File: src/bta_pkg.sv
// ============================================================================
// Bakery ticket arbiter package
// Shared payload types, command and status codes, and the control and status
// bundles that pass between the controller and the datapath.
// ============================================================================
package bta_pkg;

    // Fixed field widths of the external payload.
    localparam int ID_W     = 4;
    localparam int TK_OUT_W = 16;
    localparam int CNT_W    = 5;

    // Command codes.
    localparam logic CMD_TAKE    = 1'b0;
    localparam logic CMD_RELEASE = 1'b1;

    // Result status codes.
    localparam logic [1:0] STATUS_OK        = 2'd0;
    localparam logic [1:0] STATUS_RANGE     = 2'd1;
    localparam logic [1:0] STATUS_WAITING   = 2'd2;
    localparam logic [1:0] STATUS_SATURATED = 2'd3;

    typedef struct packed {
        logic            cmd;
        logic [ID_W-1:0] requester_id;
    } bta_req_t;

    typedef struct packed {
        logic [TK_OUT_W-1:0] assigned_ticket;
        logic                holder_valid;
        logic [ID_W-1:0]     holder_id;
        logic [TK_OUT_W-1:0] holder_ticket;
        logic [1:0]          status;
    } bta_rsp_t;

    // Controller to datapath.
    typedef struct packed {
        logic capture;   // latch the request and clear the scan
        logic step;      // read the next ticket entry
        logic commit;    // update the store and load the result
    } bta_cmd_t;

    // Datapath to controller.
    typedef struct packed {
        logic scan_last; // the entry being read is the last active one
        logic n_zero;    // no requester is active
    } bta_sts_t;

endpackage

File: src/bta_ctrl.sv
// ============================================================================
// Bakery ticket arbiter controller
// Sequences capture, the ticket scan and the final commit of each request.
// ============================================================================
module bta_ctrl
    import bta_pkg::*;
(
    input  logic     aclk,
    input  logic     aresetn,
    input  logic     s_valid,
    output logic     s_ready,
    output logic     m_valid,
    input  logic     m_ready,
    input  bta_sts_t sts,
    output bta_cmd_t cmd
);

    localparam logic [1:0] ST_IDLE   = 2'd0;
    localparam logic [1:0] ST_SCAN   = 2'd1;
    localparam logic [1:0] ST_DRAIN  = 2'd2;
    localparam logic [1:0] ST_FINISH = 2'd3;

    logic [1:0] state_reg;
    logic [1:0] state_next;
    logic       m_valid_reg;
    logic       m_valid_next;

    always_comb begin
        state_next   = state_reg;
        m_valid_next = m_valid_reg;
        s_ready      = 1'b0;
        cmd          = '0;
        if (m_valid_reg && m_ready) begin
            m_valid_next = 1'b0;
        end
        unique case (state_reg)
            ST_IDLE: begin
                s_ready = 1'b1;
                if (s_valid) begin
                    cmd.capture = 1'b1;
                    state_next  = sts.n_zero ? ST_FINISH : ST_SCAN;
                end
            end
            ST_SCAN: begin
                cmd.step = 1'b1;
                if (sts.scan_last) begin
                    state_next = ST_DRAIN;
                end
            end
            ST_DRAIN: begin
                state_next = ST_FINISH;
            end
            ST_FINISH: begin
                // The result slot must be free or emptying this cycle.
                if (!m_valid_reg || m_ready) begin
                    cmd.commit   = 1'b1;
                    m_valid_next = 1'b1;
                    state_next   = ST_IDLE;
                end
            end
            default: begin
                state_next = ST_IDLE;
            end
        endcase
    end

    always_ff @(posedge aclk) begin
        if (!aresetn) begin
            state_reg   <= ST_IDLE;
            m_valid_reg <= 1'b0;
        end else begin
            state_reg   <= state_next;
            m_valid_reg <= m_valid_next;
        end
    end

    assign m_valid = m_valid_reg;

`ifndef NO_ASSERTIONS
    a_accept_starts_work: assert property (@(posedge aclk) disable iff (!aresetn)
        (s_valid && s_ready) |=> (state_reg == ST_SCAN || state_reg == ST_FINISH))
        else $error("accepted request did not start a scan or finish");

    a_commit_shows_result: assert property (@(posedge aclk) disable iff (!aresetn)
        cmd.commit |=> m_valid)
        else $error("commit did not present a result");

    a_no_commit_over_result: assert property (@(posedge aclk) disable iff (!aresetn)
        cmd.commit |-> (!m_valid || m_ready))
        else $error("commit would overwrite a waiting result");
`endif

endmodule

File: src/bta_dpath.sv
// ============================================================================
// Bakery ticket arbiter datapath
// Ticket store with per-entry valid bits, the scan accumulators and the
// result register.
// ============================================================================
module bta_dpath
    import bta_pkg::*;
#(
    parameter int REQUESTERS  = 16,
    parameter int TICKET_BITS = 16
) (
    input  logic             aclk,
    input  logic             aresetn,
    input  logic [CNT_W-1:0] n_eff,
    input  bta_req_t         s_data,
    input  bta_cmd_t         cmd,
    output bta_sts_t         sts,
    output bta_rsp_t         m_data
);

    localparam int AW = $clog2(REQUESTERS);

    // Ticket store; an entry whose valid bit is clear reads as no ticket.
    logic [TICKET_BITS-1:0] mem [REQUESTERS];
    logic [REQUESTERS-1:0]  vld_reg;

    bta_req_t               req_reg;
    logic [CNT_W-1:0]       scan_idx_reg;
    logic [CNT_W-1:0]       sample_idx_reg;
    logic                   sample_vld_reg;
    logic [TICKET_BITS-1:0] rd_data_reg;
    logic                   rd_live_reg;

    logic [TICKET_BITS-1:0] top_reg;
    logic [TICKET_BITS-1:0] own_reg;
    logic                   found_reg;
    logic [CNT_W-1:0]       best_id_reg;
    logic [TICKET_BITS-1:0] best_tk_reg;

    bta_rsp_t               out_reg;
    bta_rsp_t               out_next;

    logic [AW-1:0]          rd_addr;
    logic [AW-1:0]          wr_addr;
    logic [TICKET_BITS-1:0] samp_t;
    logic [TICKET_BITS-1:0] hold_t;
    logic                   is_own;
    logic                   is_release;
    logic                   in_range;
    logic                   take_ok;
    logic [TICKET_BITS-1:0] assigned;

    assign rd_addr    = AW'(scan_idx_reg);
    assign wr_addr    = AW'(req_reg.requester_id);
    assign is_release = (req_reg.cmd == CMD_RELEASE);
    assign in_range   = (CNT_W'(req_reg.requester_id) < n_eff);

    assign sts.scan_last = ((scan_idx_reg + CNT_W'(1)) == n_eff);
    assign sts.n_zero    = (n_eff == '0);

    // Sampled entry; a released entry is seen as empty by the holder search.
    assign samp_t = rd_live_reg ? rd_data_reg : '0;
    assign is_own = (sample_idx_reg == CNT_W'(req_reg.requester_id));
    assign hold_t = (is_release && is_own) ? '0 : samp_t;

    assign take_ok  = in_range && !is_release && (own_reg == '0) && (top_reg != '1);
    assign assigned = top_reg + TICKET_BITS'(1);

    always_comb begin
        out_next                 = '0;
        out_next.holder_valid    = found_reg;
        out_next.holder_id       = found_reg ? ID_W'(best_id_reg) : '0;
        out_next.holder_ticket   = found_reg ? TK_OUT_W'(best_tk_reg) : '0;
        if (!in_range) begin
            out_next.status = STATUS_RANGE;
        end else if (is_release) begin
            out_next.status = STATUS_OK;
        end else if (own_reg != '0) begin
            out_next.status = STATUS_WAITING;
        end else if (top_reg == '1) begin
            out_next.status = STATUS_SATURATED;
        end else begin
            out_next.status          = STATUS_OK;
            out_next.assigned_ticket = TK_OUT_W'(assigned);
            // A new ticket is above every other, so it only wins an empty field.
            if (!found_reg) begin
                out_next.holder_valid  = 1'b1;
                out_next.holder_id     = req_reg.requester_id;
                out_next.holder_ticket = TK_OUT_W'(assigned);
            end
        end
    end

    always_ff @(posedge aclk) begin
        if (take_ok && cmd.commit) begin
            mem[wr_addr] <= assigned;
        end
        rd_data_reg <= mem[rd_addr];
    end

    always_ff @(posedge aclk) begin
        if (!aresetn) begin
            vld_reg        <= '0;
            sample_vld_reg <= 1'b0;
        end else begin
            sample_vld_reg <= cmd.step;
            if (cmd.commit && take_ok) begin
                vld_reg[wr_addr] <= 1'b1;
            end else if (cmd.commit && in_range && is_release) begin
                vld_reg[wr_addr] <= 1'b0;
            end
        end
    end

    always_ff @(posedge aclk) begin
        rd_live_reg    <= vld_reg[rd_addr];
        sample_idx_reg <= scan_idx_reg;
        if (cmd.capture) begin
            req_reg      <= s_data;
            scan_idx_reg <= '0;
            top_reg      <= '0;
            own_reg      <= '0;
            found_reg    <= 1'b0;
            best_id_reg  <= '0;
            best_tk_reg  <= '0;
        end else begin
            if (cmd.step) begin
                scan_idx_reg <= scan_idx_reg + CNT_W'(1);
            end
            if (sample_vld_reg) begin
                if (samp_t > top_reg) begin
                    top_reg <= samp_t;
                end
                if (is_own) begin
                    own_reg <= samp_t;
                end
                if (hold_t != '0 && (!found_reg || hold_t < best_tk_reg)) begin
                    found_reg   <= 1'b1;
                    best_id_reg <= sample_idx_reg;
                    best_tk_reg <= hold_t;
                end
            end
        end
        if (cmd.commit) begin
            out_reg <= out_next;
        end
    end

    assign m_data = out_reg;

`ifndef NO_ASSERTIONS
    a_scan_in_bounds: assert property (@(posedge aclk) disable iff (!aresetn)
        cmd.step |-> (scan_idx_reg < n_eff))
        else $error("scan index beyond the active count");

    a_commit_after_drain: assert property (@(posedge aclk) disable iff (!aresetn)
        cmd.commit |-> !sample_vld_reg)
        else $error("commit while a scan sample is still pending");
`endif

endmodule

File: src/bakery_ticket_arbiter_top.sv
// ============================================================================
// Bakery ticket arbiter
// Hands out tickets one above the largest held ticket and reports the holder
// with the smallest ticket after every request.
// ============================================================================
//
// Channel   Direction  Ports                             Carries
// s_        in         s_valid, s_ready, s_data          take or release request
// m_        out        m_valid, m_ready, m_data          ticket, holder and status
// cfg_      in         cfg_wr_en, cfg_wr_data            active requester count
//
// A request runs through these steps from its offer to its result, where n is
// the active count limited to REQUESTERS: the accept, n reads of the single
// read port walking the ticket store, a drain of the read pipeline and the
// commit. A count of zero skips both the scan and the drain. Reset clears
// every ticket through per-entry valid bits, so no clearing pass is needed.
// A result waits in the output register while the next request is accepted
// and scanned; only the commit stalls on it.
//
module bakery_ticket_arbiter_top
    import bta_pkg::*;
#(
    parameter int REQUESTERS  = 16,
    parameter int TICKET_BITS = 16
) (
    input  logic             aclk,
    input  logic             aresetn,
    input  logic             cfg_wr_en,
    input  logic [CNT_W-1:0] cfg_wr_data,
    input  logic             s_valid,
    output logic             s_ready,
    input  bta_req_t         s_data,
    output logic             m_valid,
    input  logic             m_ready,
    output bta_rsp_t         m_data
);

    // The count register resets to sixteen requesters.
    localparam logic [CNT_W-1:0] COUNT_RESET = CNT_W'(16);

    logic [CNT_W-1:0] active_count_reg;
    logic [CNT_W-1:0] n_eff;
    bta_cmd_t         cmd;
    bta_sts_t         sts;

    // The count register is to be written only between requests, so the scan
    // sees a stable value for the whole of each request; the block does not enforce it.
    always_ff @(posedge aclk) begin
        if (!aresetn) begin
            active_count_reg <= COUNT_RESET;
        end else if (cfg_wr_en) begin
            active_count_reg <= cfg_wr_data;
        end
    end

    // Counts above the number of implemented requesters are limited to it.
    assign n_eff = (32'(active_count_reg) > REQUESTERS) ? CNT_W'(REQUESTERS)
                                                        : active_count_reg;

    bta_ctrl u_ctrl (
        .aclk    (aclk),
        .aresetn (aresetn),
        .s_valid (s_valid),
        .s_ready (s_ready),
        .m_valid (m_valid),
        .m_ready (m_ready),
        .sts     (sts),
        .cmd     (cmd)
    );

    bta_dpath #(
        .REQUESTERS  (REQUESTERS),
        .TICKET_BITS (TICKET_BITS)
    ) u_dpath (
        .aclk    (aclk),
        .aresetn (aresetn),
        .n_eff   (n_eff),
        .s_data  (s_data),
        .cmd     (cmd),
        .sts     (sts),
        .m_data  (m_data)
    );

endmodule

File: config.mk
export PLATFORM = sky130hd
export DESIGN_NAME = bakery_ticket_arbiter_top
export DESIGN_NICKNAME = d
export VERILOG_FILES = /design/src/bta_pkg.sv /design/src/bta_ctrl.sv /design/src/bta_dpath.sv /design/src/bakery_ticket_arbiter_top.sv
export SDC_FILE = /design/constraint.sdc
export NUM_CORES = 1
export LEC_CHECK = 0
export ABC_AREA = 1
export BUFFER_PORTS_ARGS = -buffer_cell sky130_fd_sc_hd__buf_2
export CAP_MARGIN = 25
export CORE_UTILIZATION = 35
export CTS_BUF_LIST = sky130_fd_sc_hd__clkbuf_4 sky130_fd_sc_hd__clkbuf_8
export DETAILED_ROUTE_END_ITERATION = 6
export HOLD_SLACK_MARGIN = 0.02
export PLACE_DENSITY = 0.5
export SLEW_MARGIN = 40
export SYNTH_ARGS = -nofsm -noshare
export SYNTH_HDL_FRONTEND = slang
export SYNTH_SLANG_ARGS = --single-unit
File: constraint.sdc
create_clock -name aclk -period 2.59 [get_ports aclk]
set_clock_uncertainty 0.2 [all_clocks]
set_input_delay 0.518 -clock aclk [delete_from_list [all_inputs] [get_ports aclk]]
set_output_delay 0.518 -clock aclk [all_outputs]
set_load 0.02 [all_outputs]
==> impl_results.html <==
<table>
<tr><th>Metric</th><th>Value</th></tr>
<tr><th colspan="2">Run status</th></tr>
<tr><td>Outcome</td><td>finished with violations</td></tr>
<tr><td>Failing checks</td><td>setup timing</td></tr>
<tr><th colspan="2">Setup path</th></tr>
<tr><td>Count of buffering cells on the critical path with inverters included</td><td>4</td></tr>
<tr><td>CP Data Required Time</td><td>2.92 ns</td></tr>
<tr><td>Slowest stage cell, crit path</td><td>edfxtp_1</td></tr>
<tr><td>Critical-path cell list</td><td>nand2_1, nand2_2, nor2_4, nand4_4, buf_6, nand2_4, inv_2, ha_4, nand4_1, o221a_2, nand2_2, nand2_4, buf_6, buf_16, a21oi_2, nor2_1</td></tr>
<tr><td>Launching element type of the critical path</td><td>register</td></tr>
<tr><td>Type of the worst setup path</td><td>reg -&gt; reg</td></tr>
<tr><td>Reg-to-reg critical path endpoint</td><td>u_dpath.best_tk_reg[9]</td></tr>
<tr><td>Slack of the worst reg-to-reg path</td><td>-0.35 ns</td></tr>
<tr><td>R2R depth</td><td>16</td></tr>
<tr><td>Maximum fanout count along the critical path</td><td>7</td></tr>
<tr><td>Max stage delay on crit path</td><td>0.43 ns</td></tr>
<tr><td>Start of the worst register-to-register path</td><td>u_dpath.wr_addr[2]</td></tr>
<tr><td>Data arrival time of the critical path</td><td>3.27 ns</td></tr>
<tr><td>Kind of end point of the critical path</td><td>register</td></tr>
<tr><td>Cell type group with the largest total delay on the critical path</td><td>simple AND/OR/NAND/NOR gates</td></tr>
<tr><th colspan="2">Timing</th></tr>
<tr><td>Min setup slack post-route</td><td>-0.346 ns</td></tr>
<tr><td>Setup-violating endpoint count in the final report</td><td>279</td></tr>
<tr><td>Final cycle utilization of the critical path</td><td>113%</td></tr>
<tr><td>Max Slew Vio Count</td><td>0</td></tr>
<tr><td>Maximum clock frequency</td><td>341 MHz</td></tr>
<tr><td>Final Hold Fails</td><td>0</td></tr>
<tr><td>Worst slew pin tran</td><td>~0.86 ns</td></tr>
<tr><td>Slew headroom</td><td>42.9%</td></tr>
<tr><td>Post-route setup TNS</td><td>-51.13 ns</td></tr>
<tr><td>Min Clock Period, post-route</td><td>2.94 ns</td></tr>
<tr><td>RSZ-0062 raised after global routing</td><td>true</td></tr>
<tr><th colspan="2">Min path</th></tr>
<tr><td>Cell depth of the worst hold path</td><td>4</td></tr>
<tr><td>Endpoint with the worst hold slack</td><td>u_dpath.scan_idx_reg[0]</td></tr>
<tr><td>Launch instance of the worst min-delay path</td><td>s_valid</td></tr>
<tr><td>Class of the tightest hold or removal check</td><td>in -&gt; reg</td></tr>
<tr><th colspan="2">Clock tree</th></tr>
<tr><td>Num Clock Sinks</td><td>about 410</td></tr>
<tr><td>Clk Tree Root Cell</td><td>clkbuf_8</td></tr>
<tr><td>Latest clock arrival within the worst-skew pair</td><td>roughly 0.65 ns</td></tr>
<tr><td>Clock buffer count from CTS</td><td>70</td></tr>
<tr><td>Total number of H-tree levels</td><td>3</td></tr>
<tr><td>Clock Pin Slew Worst Setup and Hold Paths</td><td>roughly 0.060 ns</td></tr>
<tr><td>TritonCTS clock tree</td><td>yes</td></tr>
<tr><td>Maximum count of clock buffers along a single path</td><td>3</td></tr>
<tr><th colspan="2">Cells and area</th></tr>
<tr><td>Count of placed standard cells in the final layout, fillers left out</td><td>2503</td></tr>
<tr><td>Filler Cell Count</td><td>4358</td></tr>
<tr><td>Fraction of layout instances using a drive strength above 1</td><td>30.2%</td></tr>
<tr><td>Register with the most flip-flops</td><td>u_dpath.mem</td></tr>
<tr><td>Synth-to-Final Area Change</td><td>32.9%</td></tr>
<tr><td>Flip-flop count of the largest register after layout</td><td>between 200 and 300</td></tr>
<tr><td>Fin nets</td><td>1886</td></tr>
<tr><th colspan="2">Yosys</th></tr>
<tr><td>Sequential-to-total area share from yosys stat</td><td>65.2%</td></tr>
<tr><td>Count of cell types in the netlist</td><td>45</td></tr>
<tr><td>Share of synthesized registers carrying an async set or reset</td><td>0%</td></tr>
<tr><td>Share of Yosys cell area claimed by the top area cell type</td><td>a little over half</td></tr>
<tr><td>Number of synthesized register bits</td><td>405</td></tr>
<tr><td>Simple logic cell fraction of the synthesized area</td><td>12.2%</td></tr>
<tr><td>Average footprint of a synthesized cell</td><td>11.0 µm²</td></tr>
<tr><td>Yosys top cell by area</td><td>edfxtp_1</td></tr>
<tr><td>Combinational family with the most area after synthesis</td><td>simple AND/OR/NAND/NOR gates</td></tr>
<tr><td>Compound-cell area share of the yosys netlist</td><td>roughly an eighth</td></tr>
<tr><td>Cell types with the largest area share after synthesis</td><td>edfxtp_1 53%, dfxtp_1 12%, nor2_1 5.2%</td></tr>
<tr><td>Netlist Area Pre-Place</td><td>17000 µm²</td></tr>
<tr><td>Adder-Cell Fraction of Synth Area</td><td>2.94%</td></tr>
<tr><td>Predominant post-synthesis flop cell</td><td>edfxtp_1</td></tr>
<tr><td>Post-Synthesis Cells</td><td>between 1500 and 2000</td></tr>
<tr><td>Xor/xnor cell area share of the yosys netlist</td><td>0.823%</td></tr>
<tr><td>Portion of netlist area occupied by mux cells</td><td>1.53%</td></tr>
<tr><td>Post-Synthesis Net Count</td><td>around 1600</td></tr>
<tr><td>Number of enable flip-flop cells after synthesis</td><td>300</td></tr>
<tr><td>Yosys Warn Count</td><td>0</td></tr>
<tr><th colspan="2">Detailed routing</th></tr>
<tr><td>Final routed wire length divided by cell count</td><td>19.4 µm</td></tr>
<tr><td>Starting DRT DRC Count</td><td>880</td></tr>
<tr><td>Vias/cell</td><td>5.06</td></tr>
<tr><td>Total detailed-routing wirelength</td><td>48500 µm</td></tr>
<tr><td>Post-route ant nets</td><td>0</td></tr>
<tr><td>DRC violation count after routing</td><td>0</td></tr>
<tr><td>Total via count after detailed routing</td><td>12700</td></tr>
<tr><td>Detailed Routing Iterations Pass 1</td><td>5</td></tr>
<tr><th colspan="2">Global route</th></tr>
<tr><td>Total track usage</td><td>between 10% and 20%</td></tr>
<tr><td>Number of global-route vias before repair</td><td>around 13000</td></tr>
<tr><td>Number of antenna violations at the first check in global routing</td><td>1</td></tr>
<tr><td>Global-route wire length before repair</td><td>73300 µm</td></tr>
<tr><td>Largest net degree at the start of global routing</td><td>96</td></tr>
<tr><td>Congestion Overflow GR</td><td>0</td></tr>
<tr><th colspan="2">Pwr</th></tr>
<tr><td>Reported leakage power</td><td>0.00878 µW</td></tr>
<tr><td>Power density cells</td><td>997 nW/µm²</td></tr>
<tr><td>Total design power</td><td>22600 µW</td></tr>
<tr><td>Worst-case vdd ir drop</td><td>0.000577 V</td></tr>
<tr><th colspan="2">Floorplan</th></tr>
<tr><td>Top-Level Pins</td><td>56</td></tr>
<tr><td>Die X-Extent</td><td>223 µm</td></tr>
<tr><td>Die Span Y</td><td>223 µm</td></tr>
<tr><td>Die Area</td><td>49600 µm²</td></tr>
<tr><td>Row Count</td><td>80</td></tr>
<tr><td>Initial Util</td><td>a little over a third</td></tr>
<tr><td>Area inside the core boundary</td><td>47800 µm²</td></tr>
<tr><th colspan="2">Placed design</th></tr>
<tr><td>HPWL after detailed placement</td><td>about 29000 µm</td></tr>
<tr><td>Final GP Congestion</td><td>0.820</td></tr>
<tr><td>Worst slack at placement</td><td>-0.338 ns</td></tr>
<tr><td>Number of port buffers</td><td>55</td></tr>
<tr><td>Placed Cells</td><td>around 2300</td></tr>
<tr><th colspan="2">Run</th></tr>
<tr><td>Number of maximum-capacitance violations</td><td>0</td></tr>
</table>
synthesized netlist by cell type, types with 26 or more instances:
master	instances
o221ai_1	27
nand2_1	182
nand3_1	54
edfxtp_1	300
inv_1	129
clkbuf_1	53
mux2i_1	26
o21ai_0	125
nor2_1	236
o32ai_1	42
dfxtp_1	105
a21oi_1	87
ha_1	40
worst max-delay path by stage:
stage	end	slack (ns)	cells past startpoint	startpoint
6_report	u_dpath.best_tk_reg[9]	-0.35	16	u_dpath.wr_addr[2]
5_1_grt	u_dpath.best_tk_reg[13]	-0.50	18	u_dpath.wr_addr[0]
4_1_cts	u_dpath.best_tk_reg[13]	-0.34	17	u_dpath.wr_addr[2]
3_5_place_dp	u_dpath.best_id_reg[0]	-0.34	17	u_dpath.wr_addr[0]
3_3_place_gp	u_dpath.best_id_reg[3]	-0.27	17	u_dpath.wr_addr[2]
2_1_floorplan	u_dpath.best_id_reg[3]	-0.02	19	u_dpath.wr_addr[0]
layout by cell type (no fill, tap or decap), types with 30 or more instances in the layout:
| cell type | instances |
|---|---|
| nor2_1 | 230 |
| ha_1 | 30 |
| o32ai_1 | 42 |
| clkbuf_8 | 77 |
| dfxtp_1 | 99 |
| a21oi_1 | 56 |
| edfxtp_1 | 300 |
| buf_2 | 55 |
| nand2_1 | 144 |
| clkbuf_4 | 31 |
| o21ai_0 | 115 |
| buf_4 | 131 |
| nand3_1 | 38 |
| buf_12 | 33 |
| a21oi_2 | 31 |
| inv_1 | 107 |
worst min-delay path: stages:
cell     delay [ns]
buf_2          0.09
nand2_1        0.13
o21ai_0        0.11
a21oi_1        0.04
per-stage QoR:
step	hold WS [ns]	util (%)	cell area, µm²
floorplan	0.151	-	17100
global placement	0.163	40.3	19300
detailed placement	0.166	40.3	19300
CTS	0.0358	46.1	22100
global route	0.0639	47.3	22600
finish	0.0717	47.3	22600
where the power goes:
part           switching (µW)  internal (µW)  total, µW
registers                 372           7790       8160
logic                    5300           3250       8550
clock network            2660           3210       5870
cells by family (layout without fill, tap and decap cells):
family / count (synthesis) / after routing
muxes: 26 / 26
adders and majority gates: 40 / 40
xor gates and xnor gates: 16 / 16
buffers and inverters: 220 / 558
and+or+nand+nor: 506 / 508
other: 0 / 2
DFF: 405 / 405
AOI/OAI and AO/OA: 333 / 333
layer usage:
layer	wire, µm	track usage (%)	share of wire [%]	vias up
li1	-	-	-	6071
met1	21400	25.2	44	6221
met2	23300	31.8	48	286
met3	2490	4.19	5.1	98
met4	1260	6.85	2.6	0
met5	0	0	0	-
layout make-up:
cell class              count  area [µm²]  share of cell area (%)
diodes                      2        5.00                  0.0221
clock buffers             108        1290                    5.71
clock inverters            19         116                   0.514
inverters                 143         612                    2.70
multi-input cells         923        5860                    25.9
flip-flops and latches    405       11100                    49.1
well taps                 615         769                    3.40
repair buffers            288        2870                    12.7
timing repair:
item	CTS	global route
setup endpoints to repair	325	413
pin swaps	24	41
hold buffers	22	0
buffers inserted	37	27
gates resized for setup	117	131
gates cloned	13	7
hold endpoints to repair	14	0
(Power assumes the default switching activity.)
